===== src/sv/prtt_pkg.sv =====
`default_nettype none

package prtt_pkg;

    localparam int DEPTH_DEF = 16;

    localparam logic [15:0] TIMEOUT_RST = 16'd1000;
    localparam logic [15:0] PERIOD_RST  = 16'd250;

    localparam int IN_TDATA_W  = 64;
    localparam int OUT_TDATA_W = 104;
    localparam int CFG_IDX_W   = 1;
    localparam int CFG_DATA_W  = 16;

    // op codes
    localparam logic [2:0] OP_PING     = 3'd0;
    localparam logic [2:0] OP_PONG     = 3'd1;
    localparam logic [2:0] OP_PANG     = 3'd2;
    localparam logic [2:0] OP_FINISHED = 3'd3;
    localparam logic [2:0] OP_TICK     = 3'd4;

    // status codes
    localparam logic [2:0] ST_DONE     = 3'd0;
    localparam logic [2:0] ST_NOTFOUND = 3'd1;
    localparam logic [2:0] ST_FULL     = 3'd2;
    localparam logic [2:0] ST_OVERDUE  = 3'd3;
    localparam logic [2:0] ST_NOREPORT = 3'd4;

    // register indexes
    localparam logic [CFG_IDX_W-1:0] CFG_TIMEOUT = 1'b0;
    localparam logic [CFG_IDX_W-1:0] CFG_PERIOD  = 1'b1;

    typedef struct packed {
        logic [15:0] method;
        logic [15:0] app;
        logic [31:0] serial;
        logic [31:0] stamp;
    } t_entry;

    typedef struct packed {
        logic   keep;   // rotate head to tail of the occupied run
        logic   del;    // shift occupied run left, drop head
        logic   app;    // write wr at the first free cell
        t_entry wr;
    } t_cell_ctl;

    typedef struct packed {
        logic [2:0]  status;
        logic [15:0] method;
        logic [15:0] app;
        logic [31:0] serial;
        logic [31:0] age;
        logic        last;
    } t_result;

endpackage

`default_nettype wire


===== src/sv/prtt_cell.sv =====
`default_nettype none

module prtt_cell #(
    parameter int DEPTH = prtt_pkg::DEPTH_DEF,
    parameter int IDX   = 0
) (
    input  wire logic                       i_clk,
    input  wire prtt_pkg::t_cell_ctl        i_ctl,
    input  wire logic [$clog2(DEPTH+1)-1:0] i_count,
    input  wire prtt_pkg::t_entry           i_next,
    output prtt_pkg::t_entry                o_ent
);

    localparam int CW = $clog2(DEPTH + 1);
    localparam logic [CW-1:0] POS  = CW'(IDX);
    localparam logic [CW-1:0] POS1 = CW'(IDX + 1);

    prtt_pkg::t_entry r_ent;

    always_ff @(posedge i_clk) begin
        if ((i_ctl.keep || i_ctl.del) && (POS1 < i_count)) begin
            r_ent <= i_next;
        end else if (i_ctl.keep && (POS1 == i_count)) begin
            r_ent <= i_ctl.wr;
        end else if (i_ctl.app && (POS == i_count)) begin
            r_ent <= i_ctl.wr;
        end
    end

    assign o_ent = r_ent;

endmodule

`default_nettype wire


===== src/sv/pending_request_timeout_table.sv =====
// Outstanding request timeout table.
// Input channel (s): tuser carries the op, tdata the method, application and
// serial. Output channel (m): one or more result words per input word, tlast
// on the final one. Config port: write timeout_limit (index 0) or
// scan_period (index 1) while the block is idle.
// Entries sit in a row of cells; matching ops (pong, pang, finished) and
// scans rotate the occupied run past cell 0 one entry per cycle, except
// while a scan pauses: one pass over the N entries held, then a final step
// that waits for the output. Ping, unused ops and ticks without a scan are
// accepted back to back. A result is registered and holds in the output
// register until taken; the input is not accepted while that register is
// full and not being drained, and a scan pauses on a second overdue entry
// until the output frees up.
// Reset empties the table, clears the tick counter, stops the scan timer and
// reloads both registers with their defaults.
`default_nettype none

module pending_request_timeout_table #(
    parameter int DEPTH = prtt_pkg::DEPTH_DEF
) (
    input  wire logic                            i_clk,
    input  wire logic                            i_rst_n,
    input  wire logic                            i_s_tvalid,
    output logic                                 o_s_tready,
    // method_id[15:0], app_id[31:16], serial[63:32]
    input  wire logic [prtt_pkg::IN_TDATA_W-1:0] i_s_tdata,
    // op[2:0]
    input  wire logic [2:0]                      i_s_tuser,
    output logic                                 o_m_tvalid,
    input  wire logic                            i_m_tready,
    // status[2:0], out_method[18:3], out_app[34:19], out_serial[66:35],
    // age[98:67], zero fill[103:99]
    output logic [prtt_pkg::OUT_TDATA_W-1:0]     o_m_tdata,
    output logic                                 o_m_tlast,
    input  wire logic                            i_cfg_we,
    input  wire logic [prtt_pkg::CFG_IDX_W-1:0]  i_cfg_idx,
    input  wire logic [prtt_pkg::CFG_DATA_W-1:0] i_cfg_data
);

    localparam int CW = $clog2(DEPTH + 1);

    typedef enum logic {S_IDLE, S_PASS} t_state;

    t_state            r_state, n_state;
    logic [CW-1:0]     r_cnt, n_cnt;
    logic [CW-1:0]     r_rem, n_rem;
    logic              r_found, n_found;
    logic [31:0]       r_now, n_now;
    logic              r_run, n_run;
    logic [15:0]       r_phase, n_phase;
    logic [15:0]       r_tlim, n_tlim;
    logic [15:0]       r_per, n_per;
    logic              r_ov, n_ov;
    prtt_pkg::t_result r_out, n_out;
    logic              r_hv, n_hv;
    prtt_pkg::t_result r_hold, n_hold;
    logic [2:0]        r_op, n_op;
    logic [15:0]       r_m, n_m;
    logic [15:0]       r_a, n_a;
    logic [31:0]       r_s, n_s;

    prtt_pkg::t_cell_ctl w_ctl;
    prtt_pkg::t_entry    w_ent [DEPTH];
    prtt_pkg::t_entry    w_head;
    logic                w_out_free;
    logic                w_acc;
    logic                w_full;
    logic [31:0]         w_age;
    logic                w_over;
    logic [16:0]         w_ph1;

    for (genvar k = 0; k < DEPTH; k++) begin : g_cell
        prtt_pkg::t_entry w_nb;
        if (k < DEPTH - 1) begin : g_mid
            assign w_nb = w_ent[k+1];
        end else begin : g_end
            assign w_nb = w_ent[k];
        end
        prtt_cell #(
            .DEPTH (DEPTH),
            .IDX   (k)
        ) u_cell (
            .i_clk   (i_clk),
            .i_ctl   (w_ctl),
            .i_count (r_cnt),
            .i_next  (w_nb),
            .o_ent   (w_ent[k])
        );
    end

    function automatic prtt_pkg::t_result plain_res(input logic [2:0] st);
        prtt_pkg::t_result res;
        res        = '0;
        res.status = st;
        res.last   = 1'b1;
        return res;
    endfunction

    assign w_head     = w_ent[0];
    assign w_out_free = !r_ov || i_m_tready;
    assign o_s_tready = (r_state == S_IDLE) && w_out_free;
    assign w_acc      = i_s_tvalid && o_s_tready;
    assign w_full     = (r_cnt == CW'(DEPTH));
    assign w_age      = r_now - w_head.stamp;
    assign w_over     = w_age > {16'b0, r_tlim};
    assign w_ph1      = {1'b0, r_phase} + 17'd1;

    always_comb begin
        n_state = r_state;
        n_cnt   = r_cnt;
        n_rem   = r_rem;
        n_found = r_found;
        n_now   = r_now;
        n_run   = r_run;
        n_phase = r_phase;
        n_tlim  = r_tlim;
        n_per   = r_per;
        n_ov    = r_ov && !i_m_tready;
        n_out   = r_out;
        n_hv    = r_hv;
        n_hold  = r_hold;
        n_op    = r_op;
        n_m     = r_m;
        n_a     = r_a;
        n_s     = r_s;
        w_ctl   = '0;

        if (i_cfg_we) begin
            case (i_cfg_idx)
                prtt_pkg::CFG_TIMEOUT: n_tlim = i_cfg_data;
                prtt_pkg::CFG_PERIOD:  n_per  = i_cfg_data;
                default: ;
            endcase
        end

        case (r_state)
            S_IDLE: begin
                if (w_acc) begin
                    n_op = i_s_tuser;
                    n_m  = i_s_tdata[15:0];
                    n_a  = i_s_tdata[31:16];
                    n_s  = i_s_tdata[63:32];
                    case (i_s_tuser)
                        prtt_pkg::OP_PING: begin
                            w_ctl.app = !w_full;
                            w_ctl.wr  = {i_s_tdata[15:0], i_s_tdata[31:16],
                                         i_s_tdata[63:32], r_now};
                            if (!w_full) begin
                                n_cnt = r_cnt + CW'(1);
                            end
                            if (!r_run) begin
                                n_run   = 1'b1;
                                n_phase = '0;
                            end
                            n_ov  = 1'b1;
                            n_out = plain_res(w_full ? prtt_pkg::ST_FULL
                                                     : prtt_pkg::ST_DONE);
                        end
                        prtt_pkg::OP_PONG, prtt_pkg::OP_PANG,
                        prtt_pkg::OP_FINISHED: begin
                            n_rem   = r_cnt;
                            n_found = 1'b0;
                            n_state = S_PASS;
                        end
                        prtt_pkg::OP_TICK: begin
                            n_now = r_now + 32'd1;
                            if (r_run && (w_ph1 >= {1'b0, r_per})) begin
                                n_phase = '0;
                                n_rem   = r_cnt;
                                n_hv    = 1'b0;
                                n_state = S_PASS;
                            end else begin
                                if (r_run) begin
                                    n_phase = w_ph1[15:0];
                                end
                                n_ov  = 1'b1;
                                n_out = plain_res(prtt_pkg::ST_NOREPORT);
                            end
                        end
                        default: begin
                            n_ov  = 1'b1;
                            n_out = plain_res(prtt_pkg::ST_DONE);
                        end
                    endcase
                end
            end

            S_PASS: begin
                if (r_rem == '0) begin
                    // wrap up: final word of this op
                    if (w_out_free) begin
                        n_state = S_IDLE;
                        n_ov    = 1'b1;
                        case (r_op)
                            prtt_pkg::OP_PONG: begin
                                n_out = plain_res(r_found ? prtt_pkg::ST_DONE
                                                          : prtt_pkg::ST_NOTFOUND);
                                if (r_found && (r_cnt == '0)) begin
                                    n_run = 1'b0;
                                end
                            end
                            prtt_pkg::OP_PANG: begin
                                if (!r_found) begin
                                    w_ctl.app = !w_full;
                                    w_ctl.wr  = {r_m, r_a, 32'd0, r_now};
                                    if (!w_full) begin
                                        n_cnt = r_cnt + CW'(1);
                                    end
                                    if (!r_run) begin
                                        n_run   = 1'b1;
                                        n_phase = '0;
                                    end
                                    n_out = plain_res(w_full ? prtt_pkg::ST_FULL
                                                             : prtt_pkg::ST_DONE);
                                end else begin
                                    n_out = plain_res(prtt_pkg::ST_DONE);
                                end
                            end
                            prtt_pkg::OP_TICK: begin
                                if (r_hv) begin
                                    n_out      = r_hold;
                                    n_out.last = 1'b1;
                                    n_hv       = 1'b0;
                                end else begin
                                    n_out = plain_res(prtt_pkg::ST_NOREPORT);
                                end
                            end
                            default: n_out = plain_res(prtt_pkg::ST_DONE);
                        endcase
                    end
                end else begin
                    n_rem = r_rem - CW'(1);
                    case (r_op)
                        prtt_pkg::OP_PONG: begin
                            if (!r_found && (w_head.method == r_m) &&
                                (w_head.app == r_a) && (w_head.serial == r_s)) begin
                                w_ctl.del = 1'b1;
                                n_cnt     = r_cnt - CW'(1);
                                n_found   = 1'b1;
                            end else begin
                                w_ctl.keep = 1'b1;
                                w_ctl.wr   = w_head;
                            end
                        end
                        prtt_pkg::OP_PANG: begin
                            w_ctl.keep = 1'b1;
                            w_ctl.wr   = w_head;
                            if (!r_found && (w_head.method == r_m) &&
                                (w_head.app == r_a) && (w_head.serial == 32'd0)) begin
                                w_ctl.wr.stamp = r_now;
                                n_found        = 1'b1;
                            end
                        end
                        prtt_pkg::OP_FINISHED: begin
                            if (w_head.app == r_a) begin
                                w_ctl.del = 1'b1;
                                n_cnt     = r_cnt - CW'(1);
                            end else begin
                                w_ctl.keep = 1'b1;
                                w_ctl.wr   = w_head;
                            end
                        end
                        default: begin
                            // scan: hold back one overdue word to mark the last
                            if (w_over && r_hv && !w_out_free) begin
                                n_rem = r_rem;
                            end else begin
                                w_ctl.keep = 1'b1;
                                w_ctl.wr   = w_head;
                                if (w_over) begin
                                    if (r_hv) begin
                                        n_ov  = 1'b1;
                                        n_out = r_hold;
                                    end
                                    n_hv   = 1'b1;
                                    n_hold = {prtt_pkg::ST_OVERDUE, w_head.method,
                                              w_head.app, w_head.serial, w_age, 1'b0};
                                end
                            end
                        end
                    endcase
                end
            end

            default: n_state = S_IDLE;
        endcase
    end

    always_ff @(posedge i_clk) begin
        if (!i_rst_n) begin
            r_state <= S_IDLE;
            r_cnt   <= '0;
            r_rem   <= '0;
            r_found <= 1'b0;
            r_now   <= '0;
            r_run   <= 1'b0;
            r_phase <= '0;
            r_tlim  <= prtt_pkg::TIMEOUT_RST;
            r_per   <= prtt_pkg::PERIOD_RST;
            r_ov    <= 1'b0;
            r_hv    <= 1'b0;
        end else begin
            r_state <= n_state;
            r_cnt   <= n_cnt;
            r_rem   <= n_rem;
            r_found <= n_found;
            r_now   <= n_now;
            r_run   <= n_run;
            r_phase <= n_phase;
            r_tlim  <= n_tlim;
            r_per   <= n_per;
            r_ov    <= n_ov;
            r_hv    <= n_hv;
        end
        r_out  <= n_out;
        r_hold <= n_hold;
        r_op   <= n_op;
        r_m    <= n_m;
        r_a    <= n_a;
        r_s    <= n_s;
    end

    assign o_m_tvalid = r_ov;
    assign o_m_tdata  = {5'b0, r_out.age, r_out.serial, r_out.app, r_out.method,
                         r_out.status};
    assign o_m_tlast  = r_out.last;

endmodule

`default_nettype wire


===== config.mk =====
export PLATFORM = sky130hd
export DESIGN_NAME = pending_request_timeout_table
export DESIGN_NICKNAME = d
export VERILOG_FILES = /design/src/sv/prtt_pkg.sv /design/src/sv/prtt_cell.sv /design/src/sv/pending_request_timeout_table.sv
export SDC_FILE = /design/constraint.sdc
export NUM_CORES = 2
export LEC_CHECK = 0
export BUFFER_PORTS_ARGS = -buffer_cell sky130_fd_sc_hd__buf_2
export CAP_MARGIN = 20
export CORE_MARGIN = 8
export CORE_UTILIZATION = 40
export CTS_CLUSTER_SIZE = 14
export DETAILED_ROUTE_END_ITERATION = 12
export PLACE_DENSITY_LB_ADDON = 0.12
export SLEW_MARGIN = 25
export SYNTH_ARGS = -nofsm -noshare
export SYNTH_HDL_FRONTEND = slang
export SYNTH_SLANG_ARGS = --single-unit

===== constraint.sdc =====
create_clock -name i_clk -period 11 [get_ports i_clk]
set_input_delay 1.1 -clock i_clk [delete_from_list [all_inputs] [get_ports i_clk]]
set_output_delay 1.1 -clock i_clk [all_outputs]
set_load 0.01 [all_outputs]

Word level (Yosys, flattened, before mapping). Cells that the tools add are included.

Eq/ne operators: 61. Divide/modulo/power cells: 0. Reduce and logical (&&, ||, !) cells: 101. Add/sub/neg operators: 6. Magnitude comparators: 18. Shifts and indexed selects: 0. Muxes and demuxes: 153. Multiply operators: 0. Bitwise gates (word level): 6.

Operator list (count): two-way mux 96 bit (51); two-way mux 100 bit (9); one-hot mux 100 bit (3 select lines) (2); two-way mux 97 bit (5); one-hot mux 96 bit (3 select lines) (1); one-hot mux 100 bit (2 select lines) (1); one-hot mux 97 bit (2 select lines) (1); two-way mux 16 bit (8); two-way mux 99 bit (1); two-way mux 5 bit (14); one-hot mux 16 bit (2 select lines) (2); logical AND 1 bit (59); nonzero test 3 bit (15); == test 4 x 5 -> 1 bit (first input constant) (8); less-than comparator 4 x 5 -> 1 bit (first input constant) (8); one-hot mux 5 bit (2 select lines) (4); two-way mux 1 bit (39); adder 32 x 1 -> 32 bit (second input constant) (1); == test 16 bit (2); == test 32 bit (1); > comparator 32 x 16 -> 1 bit (1); logical NOT 32 bit (1); two-way mux 32 bit (1); subtractor 32 bit (1); other kinds (39) (109).

Memories: 0. Input bits: 89. Memory bits (read-only): 0. Register bits after elaboration: 1894. Memory bits (writable): 0. Bits in latches: 0.

Logic depth before layout (Yosys ltp).
Depth in word-level cells: 12. Mapped depth: 23. Gate-level depth less buffers: 20.

Modules after synthesis. A second synthesis with hierarchy kept.

Cells, all modules: 5018. Area total of the unflattened synthesis: 84591.1 µm².

Modules (own cells, without submodules): pending_request_timeout_table (area each 18343.8 µm², cells each 1687, times used 1); prtt_cell (g_cell[1].u_cell) (area each 4315.4 µm², cells each 208, times used 1); prtt_cell (g_cell[0].u_cell) (area each 4240.3 µm², cells each 208, times used 1); prtt_cell (g_cell[10].u_cell) (area each 4222.8 µm², cells each 208, times used 1); prtt_cell (g_cell[13].u_cell) (area each 4220.3 µm², cells each 209, times used 1); prtt_cell (g_cell[5].u_cell) (area each 4199.0 µm², cells each 210, times used 1); prtt_cell (g_cell[3].u_cell) (area each 4122.7 µm², cells each 209, times used 1); prtt_cell (g_cell[9].u_cell) (area each 4113.9 µm², cells each 212, times used 1); prtt_cell (g_cell[4].u_cell) (area each 4108.9 µm², cells each 209, times used 1); prtt_cell (g_cell[11].u_cell) (area each 4107.7 µm², cells each 209, times used 1); prtt_cell (g_cell[8].u_cell) (area each 4098.9 µm², cells each 207, times used 1); prtt_cell (g_cell[6].u_cell) (area each 4096.4 µm², cells each 206, times used 1); prtt_cell (g_cell[2].u_cell) (area each 4087.7 µm², cells each 206, times used 1); prtt_cell (g_cell[15].u_cell) (area each 4083.9 µm², cells each 208, times used 1); 3 more rows.

Worst setup path after synthesis. Ideal clock, no wire load.

Kind: register to register. From: register r_now[0]. To: register g_cell[15].u_cell.r_ent, in the netlist g_cell[15].u_cell.o_ent[0], enable pin. Setup time: 0.583 ns. Arrival: 8.988 ns. Path buffers: 3. Data required time: 10.417 ns. Path slack: 1.429 ns. Clock period less this slack: 9.571 ns. Stages on the path, launching flop included: 23. Cell sequence: dfxtp_1 inv_1 ha_1 fa_1 nand2b_1 a211oi_1 nor2_1 nor2_1 nor2_1 xnor2_1 ha_1 nand4_1 or2_2 a211o_1 a21oi_1 a2111o_1 nor4_4 a211oi_4 buf_6 nor2_2 buf_2 buf_4 a21oi_1.

Word-level cells in the longest chain between the ends: 12.

RTL lines: start: declaration (line pending_request_timeout_table.sv:48) `logic [31:0] r_now, n_now;`; start signal: assignment (line pending_request_timeout_table.sv:307) `r_now <= n_now;`; subtractor 32 bit * (line pending_request_timeout_table.sv:104) `assign w_age = r_now - w_head.stamp;`; net w_age[12] (line pending_request_timeout_table.sv:68) `logic [31:0] w_age;`; > comparator 32 x 16 -> 1 bit * (line pending_request_timeout_table.sv:105) `assign w_over = w_age > {16'b0, r_tlim};`; logical AND 1 bit * (2 in series) (line pending_request_timeout_table.sv:265) `if (w_over && r_hv && !w_out_free) begin`; two-way mux 1 bit * (line pending_request_timeout_table.sv:265); one-hot mux 1 bit (3 select lines) * (line pending_request_timeout_table.sv:233) `case (r_op)`; two-way mux 2 bit * (line pending_request_timeout_table.sv:189) `if (r_rem == '0) begin`; two-way mux 2 bit * (line pending_request_timeout_table.sv:136) `case (r_state)`; logical OR 1 bit (line prtt_cell.sv:21) `if ((i_ctl.keep || i_ctl.del) && (POS1 < i_count)) begin`; logical AND 1 bit (line prtt_cell.sv:21); inverter 1 bit (no line); AND reduction 2 bit (no line) *; end signal: assignment (line prtt_cell.sv:22) `r_ent <= i_next;`; end signal: assignment (line prtt_cell.sv:24) `r_ent <= i_ctl.wr;`; end signal: assignment (line prtt_cell.sv:26) `r_ent <= i_ctl.wr;`; end: declaration (line prtt_cell.sv:18) `prtt_pkg::t_entry r_ent;`.

The timed path passes the listed nets; every way through them passes the cells marked *. A chain may end at the register's enable or synchronous reset.

Worst setup path in the final report.
From: register r_now[0]. To: register g_cell[10].u_cell.r_ent, in the netlist g_cell[10].u_cell.o_ent[44] (data pin).

Word-level cells in the longest chain between the ends: 11.

RTL lines: subtractor 32 bit * (line pending_request_timeout_table.sv:104); net w_age[12] (line pending_request_timeout_table.sv:68); > comparator 32 x 16 -> 1 bit * (line pending_request_timeout_table.sv:105); logical AND 1 bit * (2 in series) (line pending_request_timeout_table.sv:265); two-way mux 96 bit or two-way mux 1 bit (tied branches) (line pending_request_timeout_table.sv:265); one-hot mux 96 bit (3 select lines) or one-hot mux 1 bit (3 select lines) (tied branches) (line pending_request_timeout_table.sv:233); two-way mux 96 bit or two-way mux 2 bit (tied branches) (line pending_request_timeout_table.sv:189); one-hot mux 97 bit (2 select lines) or two-way mux 2 bit (tied branches) (line pending_request_timeout_table.sv:136); two-way mux 96 bit, or another cell as far along (line prtt_cell.sv:25) `end else if (i_ctl.app && (POS == i_count)) begin`; two-way mux 96 bit or logical AND 1 bit (tied branches) (line prtt_cell.sv:23, prtt_cell.sv:21); two-way mux 96 bit * (line prtt_cell.sv:21); end signal: assignment (line prtt_cell.sv:22); end signal: assignment (line prtt_cell.sv:24); end signal: assignment (line prtt_cell.sv:26); end: declaration (line prtt_cell.sv:18).

The timed path passes the listed nets; every way through them passes the cells marked *. The select of a mux whose other input is x is not followed.

==> impl_metrics.env <==
export IMPL_final_hold_viol_count=0
export IMPL_clockPowerShare_pct=43.2
export IMPL_setup_worst_path_start_class="register"
export IMPL_hold_path_class="register to register"
export IMPL_cts_sinks=1894
export IMPL_p_switching_w=0.00311
export IMPL_gp_congestion=0.861
export IMPL_synth_area_leader_cell="edfxtp_1"
export IMPL_slew_limit_headroom_pct=29.2
export IMPL_synth_edf_count=1799
export IMPL_min_from="r_tlim[14]"
export IMPL_numCtsBuffers=201
export IMPL_dpl_cell_area_um2=86700
export IMPL_clkTransAtPathRegs_ns=0.06
export IMPL_seq_power_share_pct=53.7
export IMPL_vias=43400
export IMPL_area_delta_synth_final_pct=11.8
export IMPL_io_buffer_count=190
export IMPL_wirelength_um=188000
export IMPL_switching_share_pct=21.0
export IMPL_rr_endpoint="g_cell[10].u_cell.o_ent[44]"
export IMPL_synthCells=5141
export IMPL_r2r_start="r_now[0]"
export IMPL_synth_distinct_cells=82
export IMPL_cts_tree="yes"
export IMPL_dieArea_um2=223000
export IMPL_layout_common_cells="edfxtp_1, mux2_2, clkbuf_16, nand2_1, buf_2"
export IMPL_clock_latency_ns=0.83
export IMPL_synthTopCellsByArea="edfxtp_1, mux2_2, dfxtp_1"
export IMPL_fmax_ghz=0.135
export IMPL_ctsResizeCount=0
export IMPL_dr_first_iter_drc_count=3204
export IMPL_p_leak_nw=32.8
export IMPL_fin_util_pct=45.0
export IMPL_period_share_pct=67.2
export IMPL_fill_cells=18200
export IMPL_cts_hold_buf=0
export IMPL_synth_ff_type="edfxtp_1"
export IMPL_synth_seq_cells=1894
export IMPL_antenna_found_initial=9
export IMPL_layout_nets=5428
export IMPL_remaining_drc_errors=0
export IMPL_ir_drop_mv=0.108
export IMPL_status="completed"
export IMPL_worst_setup_path_end_kind="register"
export IMPL_setup_tns_final_ns=0
export IMPL_grt_max_degree=98
export IMPL_arrival_ns=7.95
export IMPL_fin_crit_ns=7.39
export IMPL_crit_required_ns=11.56
export IMPL_dp_hpwl_um=118000
export IMPL_r2r_slack_ns=3.61
export IMPL_async_reset_ff_share_pct=0
export IMPL_grt_pass1_wl_um=287000
export IMPL_overflow=0
export IMPL_combPwrFrac_pct=3.1
export IMPL_fp_coreArea_um2=207000
export IMPL_die_height_um=472
export IMPL_path_max_fanout=50
export IMPL_cts_root_buf="clkbuf_16"
export IMPL_clock_path_buffers=3
export IMPL_rsz0062_at_grt="false"
export IMPL_ant_nets=0
export IMPL_slew_violations=0
export IMPL_synthesis_area_um2=83200
export IMPL_maxCapViolCount=0
export IMPL_post_cts_setup_buffers=0
export IMPL_via_per_inst=5.33
export IMPL_finalClockSkew_ns=0.0442
export IMPL_worstSetupPathType="register to register"
export IMPL_final_layout_size_suffix_gt1_share_pct=36.1
export IMPL_track_usage_pct=16.5
export IMPL_rows=167
export IMPL_seq_area_frac_synth_pct=67.2
export IMPL_die_w_um=472
export IMPL_hold_path_depth=2
export IMPL_endpoint="g_cell[10].u_cell.o_ent[44]"
export IMPL_dr_pass1_iters=6
export IMPL_yosys_area_top_type_share_pct=64.9
export IMPL_worst_slew_pin_slew_ns=1.06
export IMPL_power_density_nw_per_um2=160
export IMPL_syn_avg_cell_area_um2=16.2
export IMPL_yosys_warnings=0
export IMPL_reg2regPathDepth=24
export IMPL_grt_pass1_vias=44200
export IMPL_start_util_pct=40.2
export IMPL_cts_max_level=4
export IMPL_wl_per_cell_um=23.1
export IMPL_boundaryPins=196
export IMPL_design_area_um2=93000
export IMPL_startpoint="r_now[0]"
export IMPL_p_int_w=0.0117
export IMPL_final_common_cell="edfxtp_1"
export IMPL_setup_violations_final=0
==> through the flow <==
| stage | instances | setup WS (ns) | hold slack, ns | total power (W) |
|---|---|---|---|---|
| 6_report | 8139 | 3.61 | 0.454 | 0.0148 |
| 5_1_grt | 8136 | 3.11 | 0.410 | 0.0153 |
| 4_1_cts | 8133 | 3.52 | 0.382 | 0.0150 |
| 3_5_place_dp | 7767 | 3.53 | 0.450 | 0.00858 |
| 3_3_place_gp | 7763 | 3.45 | 0.447 | 0.00857 |
| 2_1_floorplan | 5145 | 1.43 | 0.436 | 0.00841 |
==> layout make-up <==
| type | instances | area, um2 | share of cell area [%] |
|---|---|---|---|
| Clock buffer | 278 | 5440 | 5.85 |
| Sequential cell | 1894 | 55900 | 60.1 |
| Inverter | 84 | 317 | 0.340 |
| Clock inverter | 88 | 706 | 0.759 |
| Multi-Input combinational cell | 2804 | 25400 | 27.3 |
| Tap cell | 2704 | 3380 | 3.64 |
| Timing Repair Buffer | 282 | 1800 | 1.94 |
| Antenna cell | 5 | 12.5 | 0.0135 |
==> routing by layer <==
layer  up-vias  wire length, um  GRT usage, %
met1     22000            84200          22.2
met5         -                0             0
met3       266             7930          2.60
li1      20200                -             -
met4         0             5770          5.43
met2       889            90000          27.5
==> cells in the mapped netlist, types with 5 or more instances <==
cell type     n
o31a_1       36
nor3_4        7
a21oi_1     130
o21a_1       10
o21bai_1     11
dfxtp_1      95
o21ai_0      38
buf_4        44
mux2_1      126
nand2b_1     11
nand3_1      37
nor4_1       20
inv_1        82
and2_1      103
edfxtp_1   1799
nor2b_1       9
nor3_1       20
or3_1        17
o21ai_1       5
nor2_1      175
xnor2_1     100
mux2_2     1317
ha_1         71
a222oi_1     32
a21o_1       23
clkbuf_1    117
xor2_1       34
and3_1       16
buf_6        14
o31ai_1       8
o211ai_1     22
a31oi_1      40
nand2_1     195
a211oi_1      8
or2_2         6
nand4_1      44
buf_2       183
mux2i_1       8
a22oi_1      46
==> kinds of logic (layout without fill, tap and decap cells) <==
family	count (synthesis)	after routing	share of synthesized area, %
and+or+nand+nor	682	682	4.12
adders and majority gates	72	72	1.09
DFF	1894	1894	67.2
other	1	10	0.00451
AOI/OAI and AO/OA	460	460	3.87
muxes	1451	1451	19.6
buffers and inverters	447	732	2.67
xor gates and xnor gates	134	134	1.41
==> critical path, cell delays in order (launching register included) <==
cell and delay [ns]:
dfxtp_1 0.45, inv_1 0.07, ha_1 0.22, fa_1 0.40
nand2b_1 0.20, a211oi_1 0.35, nor2_1 0.12, nor2_1 0.12
nor2_1 0.07, xnor2_1 0.25, ha_1 0.28, nand4_1 0.11
or2_2 0.15, a21oi_1 0.05, a2111oi_0 0.36, a21oi_1 0.15
a2111o_1 0.45, nor4_4 0.40, a211oi_4 0.13, buf_4 0.30
buf_16 0.25, nor3_4 0.22, buf_4 0.79, buf_4 0.72
mux2_2 0.41
==> flip-flops by register name, summed over array words and instances, names as in the netlist <==
name	count
r_rem	5
r_phase	16
r_m	16
r_found	1
r_run	1
o_m_tlast	1
g_cell.u_cell.o_ent	1536
r_now	32
r_cnt	5
r_tlim	16
r_s	32
o_m_tvalid	1
r_hv	1
r_per	16
o_m_tdata	99
r_state	1
r_hold	96
r_a	16
r_op	3
==> power by group through the flow <==
| stage | sequential, W | clock, W | combinational, W |
|---|---|---|---|
| 2_1_floorplan | 0.00812 | 0 | 0.000286 |
| 3_3_place_gp | 0.00811 | 0 | 0.000459 |
| 3_5_place_dp | 0.00811 | 0 | 0.000465 |
| 4_1_cts | 0.00796 | 0.00661 | 0.000468 |
| 5_1_grt | 0.00796 | 0.00688 | 0.000505 |
| 6_report | 0.00796 | 0.00641 | 0.000459 |
==> worst min-delay path by stage <==
| stage | end | slack (ns) |
|---|---|---|
| after floorplan | r_per[10] | 0.44 |
| after global placement | r_per[13] | 0.45 |
| after detailed placement | r_tlim[14] | 0.45 |
| after CTS | r_s[0] | 0.38 |
| after global routing | r_s[0] | 0.41 |
| final | r_tlim[14] | 0.45 |
Note: power is estimated with default switching activity, not from simulation.
